===== config.mk =====
export PLATFORM = sky130hd
export DESIGN_NAME = priority_wait_queue
export DESIGN_NICKNAME = d
export VERILOG_FILES = /design/src/design/pwq_pkg.sv /design/src/design/pwq_cell.sv /design/src/design/priority_wait_queue.sv
export SDC_FILE = /design/constraint.sdc
export NUM_CORES = 1
export LEC_CHECK = 0
export ABC_CLOCK_PERIOD_IN_PS = 5800
export BUFFER_PORTS_ARGS = -buffer_cell sky130_fd_sc_hd__buf_4
export CORE_AREA = 5 5 310 312
export DETAILED_ROUTE_END_ITERATION = 10
export DIE_AREA = 0 0 315 317
export HOLD_SLACK_MARGIN = 0.06
export PLACE_DENSITY_LB_ADDON = 0.25
export SLEW_MARGIN = 20
export SYNTH_ARGS = -nofsm -noshare
export SYNTH_HDL_FRONTEND = slang
export SYNTH_SLANG_ARGS = --single-unit

===== constraint.sdc =====
create_clock -name clk -period 5.8 [get_ports clk]
set_input_delay 1.16 -clock clk [delete_from_list [all_inputs] [get_ports clk]]
set_output_delay 1.16 -clock clk [all_outputs]
set_load 0.05 [all_outputs]

===== src/design/pwq_pkg.sv =====
package pwq_pkg;

  // Widths of the fixed request and result fields.
  localparam int ID_BITS     = 8;
  localparam int PRIO_BITS   = 8;
  localparam int KIND_BITS   = 2;
  localparam int OCC_BITS    = 5;
  localparam int MAX_ENTRIES = 16;

  typedef enum logic [KIND_BITS-1:0] {
    REQ_ADD    = 2'd0,
    REQ_REMOVE = 2'd1,
    REQ_QUERY  = 2'd2
  } req_kind_t;

  typedef enum logic [1:0] {
    ST_OK        = 2'd0,
    ST_NOT_FOUND = 2'd1,
    ST_DUPLICATE = 2'd2,
    ST_FULL      = 2'd3
  } status_t;

  typedef struct packed {
    logic [KIND_BITS-1:0] req_type;
    logic [ID_BITS-1:0]   task_id;
    logic [PRIO_BITS-1:0] priority_req;
  } req_t;

  typedef struct packed {
    status_t              status;
    logic                 was_present;
    logic [OCC_BITS-1:0]  occupancy;
    logic                 best_valid;
    logic [ID_BITS-1:0]   best_task;
    logic [PRIO_BITS-1:0] best_priority;
  } rsp_t;

  // Contents of one queue slot.
  typedef struct packed {
    logic                 valid;
    logic [ID_BITS-1:0]   task_id;
    logic [PRIO_BITS-1:0] prio;
  } slot_t;

  // A request as it travels down the chain, with what it has learnt so far.
  typedef struct packed {
    logic                 active;
    logic [KIND_BITS-1:0] kind;
    logic [ID_BITS-1:0]   id;
    logic [PRIO_BITS-1:0] prio;
    logic                 found;
    logic                 placed;
    logic                 best_valid;
    logic [ID_BITS-1:0]   best_task;
    logic [PRIO_BITS-1:0] best_prio;
  } wave_t;

endpackage


===== src/design/pwq_cell.sv =====
module pwq_cell (
  input  logic          clk,
  input  logic          rst,
  input  pwq_pkg::wave_t wave_in,
  output pwq_pkg::wave_t wave_out,
  input  pwq_pkg::slot_t next_slot,
  output pwq_pkg::slot_t slot
);
  import pwq_pkg::*;

  slot_t slot_next;
  wave_t wave_next;
  logic  match;
  logic  shift;
  logic  place;
  logic  better;

  always_comb begin
    match = slot.valid && (slot.task_id == wave_in.id);
    // Once the named task has been passed, every later slot closes the gap.
    shift = wave_in.active && (wave_in.kind == REQ_REMOVE) && (wave_in.found || match);
    // Slots are filled from the front, so the first empty one is the tail.
    place = wave_in.active && (wave_in.kind == REQ_ADD) && !wave_in.found &&
            !wave_in.placed && !slot.valid;

    if (shift) begin
      slot_next = next_slot;
    end else if (place) begin
      slot_next = '{valid: 1'b1, task_id: wave_in.id, prio: wave_in.prio};
    end else begin
      slot_next = slot;
    end

    // Strict compare keeps the earliest arrival on equal priorities.
    better = slot_next.valid && (!wave_in.best_valid || (slot_next.prio < wave_in.best_prio));

    wave_next        = wave_in;
    wave_next.found  = wave_in.found || match;
    wave_next.placed = wave_in.placed || place;
    if (better) begin
      wave_next.best_valid = 1'b1;
      wave_next.best_task  = slot_next.task_id;
      wave_next.best_prio  = slot_next.prio;
    end
  end

  always_ff @(posedge clk) begin
    if (rst) begin
      slot.valid      <= 1'b0;
      wave_out.active <= 1'b0;
    end else begin
      slot.valid      <= slot_next.valid;
      wave_out.active <= wave_next.active;
    end
  end

  always_ff @(posedge clk) begin
    slot.task_id        <= slot_next.task_id;
    slot.prio           <= slot_next.prio;
    wave_out.kind       <= wave_next.kind;
    wave_out.id         <= wave_next.id;
    wave_out.prio       <= wave_next.prio;
    wave_out.found      <= wave_next.found;
    wave_out.placed     <= wave_next.placed;
    wave_out.best_valid <= wave_next.best_valid;
    wave_out.best_task  <= wave_next.best_task;
    wave_out.best_prio  <= wave_next.best_prio;
  end

endmodule


===== src/design/priority_wait_queue.sv =====
// Priority wait queue. Tasks wait in arrival order in a row of MAX_ENTRIES slot cells. A
// request (add at tail, remove by task id, or membership query) is taken at an edge where
// start is high and busy is low. Each request travels down the cell row one cell per cycle.
// Done and the result are registered from the request as it leaves the last cell. Done is
// high for exactly one cycle, and the result is taken at the edge that ends that cycle.
// Busy is high from the accepting edge until the request has left the last cell, so only
// one request is ever in the row. The next request can be accepted at the same edge that
// takes the previous result, so a new request is not taken before the previous one is
// through the row. Results come out in request order and the receiver cannot stall them, so
// it must sample every cycle in which done is high. Each result gives
// the status of the request, whether the task was queued beforehand, the occupancy
// afterwards and the most urgent waiter (lowest priority number, earliest arrival on ties),
// which reads as zero when the queue is empty.
module priority_wait_queue #(
  parameter int MAX_ENTRIES = pwq_pkg::MAX_ENTRIES
) (
  input  logic          clk,
  input  logic          rst,
  input  logic          start,
  output logic          busy,
  input  pwq_pkg::req_t request,
  output logic          done,
  output pwq_pkg::rsp_t result
);
  import pwq_pkg::*;

  localparam int CNT_W = $clog2(MAX_ENTRIES + 1);

  // waves[k] is the request arriving at cell k; waves[MAX_ENTRIES] has passed every cell.
  wave_t waves [MAX_ENTRIES+1];
  slot_t slots [MAX_ENTRIES];

  logic [CNT_W-1:0]          count;
  logic [CNT_W-1:0]          count_next;
  logic [CNT_W+OCC_BITS-1:0] occ_wide;
  rsp_t                      rsp_next;
  wave_t                     tail;
  logic                      pending;

  // A removal pulls each slot from its right-hand neighbour before the request reaches that
  // neighbour, so a second request in the row would read slots that the first has not yet
  // settled. A request is therefore held off while another is still in the row.
  assign busy = pending;

  always_comb begin
    waves[0]            = '0;
    waves[0].active     = start && !busy;
    waves[0].kind       = request.req_type;
    waves[0].id         = request.task_id;
    waves[0].prio       = request.priority_req;
  end

  for (genvar k = 0; k < MAX_ENTRIES; k++) begin : g_cell
    slot_t nb;
    // The last cell takes an empty slot when the queue closes up behind a removal.
    if (k == MAX_ENTRIES - 1) begin : g_last
      assign nb = '0;
    end else begin : g_mid
      assign nb = slots[k+1];
    end

    pwq_cell u_cell (
      .clk      (clk),
      .rst      (rst),
      .wave_in  (waves[k]),
      .wave_out (waves[k+1]),
      .next_slot(nb),
      .slot     (slots[k])
    );
  end

  // Results are formed once the request has left the last cell.
  always_comb begin
    tail       = waves[MAX_ENTRIES];
    count_next = count;
    if (tail.active && tail.placed) begin
      count_next = count + CNT_W'(1);
    end else if (tail.active && (tail.kind == REQ_REMOVE) && tail.found) begin
      count_next = count - CNT_W'(1);
    end

    rsp_next = '0;
    case (tail.kind)
      REQ_ADD: begin
        if (tail.found) begin
          rsp_next.status = ST_DUPLICATE;
        end else if (tail.placed) begin
          rsp_next.status = ST_OK;
        end else begin
          rsp_next.status = ST_FULL;
        end
      end
      default: begin
        // Removals, queries and the unused request code all report membership.
        rsp_next.status = tail.found ? ST_OK : ST_NOT_FOUND;
      end
    endcase

    // Occupancy is reported in a fixed five-bit field.
    occ_wide                = {{OCC_BITS{1'b0}}, count_next};
    rsp_next.was_present    = tail.found;
    rsp_next.occupancy      = occ_wide[OCC_BITS-1:0];
    rsp_next.best_valid     = tail.best_valid;
    rsp_next.best_task      = tail.best_task;
    rsp_next.best_priority  = tail.best_prio;
  end

  always_ff @(posedge clk) begin
    if (rst) begin
      count   <= '0;
      done    <= 1'b0;
      pending <= 1'b0;
    end else begin
      count <= count_next;
      done  <= tail.active;
      // Set when a request enters the row, cleared as it leaves the last cell.
      if (waves[0].active) begin
        pending <= 1'b1;
      end else if (tail.active) begin
        pending <= 1'b0;
      end
    end
  end

  always_ff @(posedge clk) begin
    result <= rsp_next;
  end

  // The queue never holds more tasks than it has slots.
  a_count_bound: assert property (@(posedge clk) disable iff (rst)
    count <= CNT_W'(MAX_ENTRIES))
    else $error("occupancy exceeds the number of slots");

  // A best waiter is reported exactly when tasks remain queued.
  a_best_matches_count: assert property (@(posedge clk) disable iff (rst)
    done |-> (result.best_valid == (count != '0)))
    else $error("best waiter flag disagrees with occupancy");

  // An empty queue reports a zero task and priority.
  a_empty_zero: assert property (@(posedge clk) disable iff (rst)
    (done && !result.best_valid) |-> (result.best_task == '0 && result.best_priority == '0))
    else $error("empty queue reports a non-zero best waiter");

  // Occupied slots stay packed at the front: the second slot is empty whenever the first is.
  a_packed_front: assert property (@(posedge clk) disable iff (rst)
    !slots[0].valid |-> !slots[1].valid)
    else $error("gap found at the front of the slot row");

endmodule

==> flow_summary.ini <==
[worst_setup_path]
cp-end-kind = register
worstPathCellList = xor2_1 > nor4_1 > a41o_1 > and4b_1 > buf_4 > nand2_1 > o21ai_0 > ha_1 > a21o_1 > a21oi_1 > a2bb2oi_1 > o21ai_0 > mux2i_1 > o211a_1 > mux2_2
cp_max_fo = 21
arrival_ps = 5360
max_stage_delay_ps = 690
cp_common_cell = o21ai_0
worstPathRequired_ps = 6310
worstSetupPathType = reg -> reg
start_kind = register
cp_slowest_cell = and4b_1

[placement]
port_buffers = 47
place_congestion = 0.785
hpwl_um = 52700
pre_cts_slack_ps = 947
place_area_mm2 = 0.0341

[grt]
grt_max_degree = 40
overflow = 0
grt_pass1_wl_um = 112000
antenna_found_initial = 0
track_usage = 0.140
grt_pass1_vias = 20300

[sta]
slew_headroom = 0.271
drv_slew = 0
tightest_slew_ps = 1090
final.setup.tns_ps = 0
layout_min_cycle_time_ps = 4850
timing.final.crit_share = 0.836
fin_skew_ps = 24.7
final-hold-violation-count = 0
finalWorstSetupSlack_ps = 950
rsz0062_at_grt = false
maxClockFrequency_mhz = 206
finalSetupViolations = 0

[clocking]
cts.clk_slew.worst_paths_ps = 60
htree_levels = 3
cts_buffer_depth = 3
cts_inserted_buffers = 89
cts_root_buf = clkbuf_16
clk_latency_ps = 630
cts_setup_buffers = 0
clock-sinks = 896
post_cts_resize_count = 0
cts_tree = yes
postCtsHoldBufs = 0

[routing]
drt_iter0_drc = 993
firstDrtPassIters = 5
drc = 0
viasPerCell = 4.54
ant_nets = 0
wl_per_cell_um = 16.3
vias = 19500
wirelength_um = 69800

[die]
num_rows = 112
core_area_mm2 = 0.0928
die_h_um = 317
die_x_um = 315
initial_core_util = 0.348
num_io_pins = 48
fp.dieArea_mm2 = 0.0999

[finish]
nets = 3088
drive_gt1_frac = 0.169
area_growth_pct = 15.3
mostFrequentLayoutCell = dfxtp_1
layout_common_cells = dfxtp_1 (896), mux2i_1 (280), nand2_1 (268)
antennaDiodeCount = 0
fin_area_mm2 = 0.0372

[synth]
synth_edf_count = 0
async_flop_share = 0
yosysWarnings = 0
ys_ff_latch = 896
ys_seq_area_frac = 0.556
syn_nets = 3009
syn_area_mm2 = 0.0322
synth_ff_type = dfxtp_1
yosysUniqueCellTypes = 67
syn_inst = 2881
yosys-top-cells-area = dfxtp_1 (56%), mux2i_1 (8.7%), mux2_2 (6.5%)
avgSynthCellArea_um2 = 11.2
synth_top_area_cell = dfxtp_1
synth_top_area_frac = 0.556

[power_and_ir_drop]
internal_power_uw = 10800
switching_share = 0.230
power.switching_uw = 3220
seq_power_share = 0.498
clockPowerShare = 0.428
p_per_area_mw_per_mm2 = 377
power_frac_comb = 0.073
cellLeakagePower_uw = 0.0145
p_total_uw = 14000
ir_drop_mv = 0.298

[hold_path]
min-delay-path-class = reg -> reg

[status]
outcome = finished clean

[run]
max_cap_viol_count = 0
==> final cells by class <==
cell class                      instances  area [µm²]
Fill cell                            9096       55600
Clock inverter                         34         433
Multi-Input combinational cell       1731       13300
Clock buffer                          130        2680
Tap cell                             1254        1570
Inverter                              147         552
Timing Repair Buffer                   95         713
Sequential cell                       896       17900
==> power by group through the flow <==
stage / registers, µW / clock network (µW) / logic [µW]
final: 6980 / 6000 / 1030
after CTS: 6990 / 6160 / 1040
after global routing: 7040 / 6420 / 1170
after floorplan: 7040 / 0 / 744
after detailed placement: 7130 / 0 / 1030
after global placement: 7130 / 0 / 1030
==> layer usage <==
metal  routed length (µm)  part of all wire  up-vias  track usage
met5                    0                 0        -            0
met3                 1460             0.021      120       0.0203
met1                33000              0.47     9154        0.182
met2                33600              0.48      180        0.242
met4                 1690             0.024        0       0.0399
li1                     -                 -    10000            -
==> final timing paths <==
| kind | slack [ps] | startpoint | endpoint | depth (start not counted) |
|---|---|---|---|---|
| max | 950 | g_cell[10].u_cell.wave_out[31]$_DFF_P_ | g_cell[11].u_cell.wave_out[15]$_DFF_P_ | 15 |
| max reg2reg | 950 | g_cell[10].u_cell.wave_out[31]$_DFF_P_ | g_cell[11].u_cell.wave_out[15]$_DFF_P_ | 15 |
| min | 320 | g_cell[15].u_cell.wave_out[6]$_DFF_P_ | result[6]$_DFF_P_ | 0 |
| min reg2reg | 320 | g_cell[15].u_cell.wave_out[6]$_DFF_P_ | result[6]$_DFF_P_ | 0 |
==> synth_stat cells, types with 24 or more instances <==
cell,n
xnor2_1,26
xor2_1,106
dfxtp_1,896
mux2_4,30
mux2_2,186
a21oi_1,34
mux2i_1,280
a21o_1,24
nor2b_1,42
nand2b_1,26
o21ai_0,253
nor3_1,25
ha_1,107
nor2_1,85
clkbuf_1,54
nand2_1,268
buf_2,26
inv_1,147
==> kinds of logic after synthesis <==
| family | Yosys count | synth area share |
|---|---|---|
| mux | 508 | 0.170 |
| compound gates | 398 | 0.0729 |
| buf+inv | 254 | 0.0337 |
| xor+xnor | 132 | 0.0359 |
| flops | 896 | 0.556 |
| fa+ha+maj | 107 | 0.0415 |
| simple gates | 586 | 0.0897 |
==> sequential cells by signal (all words and copies together), names as in the netlist <==
register,cells
g_cell.u_cell.wave_out,592
g_cell.u_cell.slot,272
result,25
count,5
busy,1
done,1
==> worst max-delay path, delay by kind of cell (launching register included) <==
kind,cells,cell delay (ps)
buffers and inverters,1,340
xor gates and xnor gates,1,180
and+or+nand+nor,3,1190
AOI/OAI and AO/OA,7,1720
muxes,2,620
adders and majority gates,1,320
DFF,1,360
==> through the flow <==
step / utilization / std cells / hold slack [ps]
after detailed placement: 0.367 / 4123 / 313
after CTS: 0.401 / 4287 / 322
after floorplan: - / 2881 / 310
after global routing: 0.401 / 4287 / 331
after global placement: 0.367 / 4123 / 311
final: 0.401 / 4287 / 319
(Power assumes the default switching activity.)
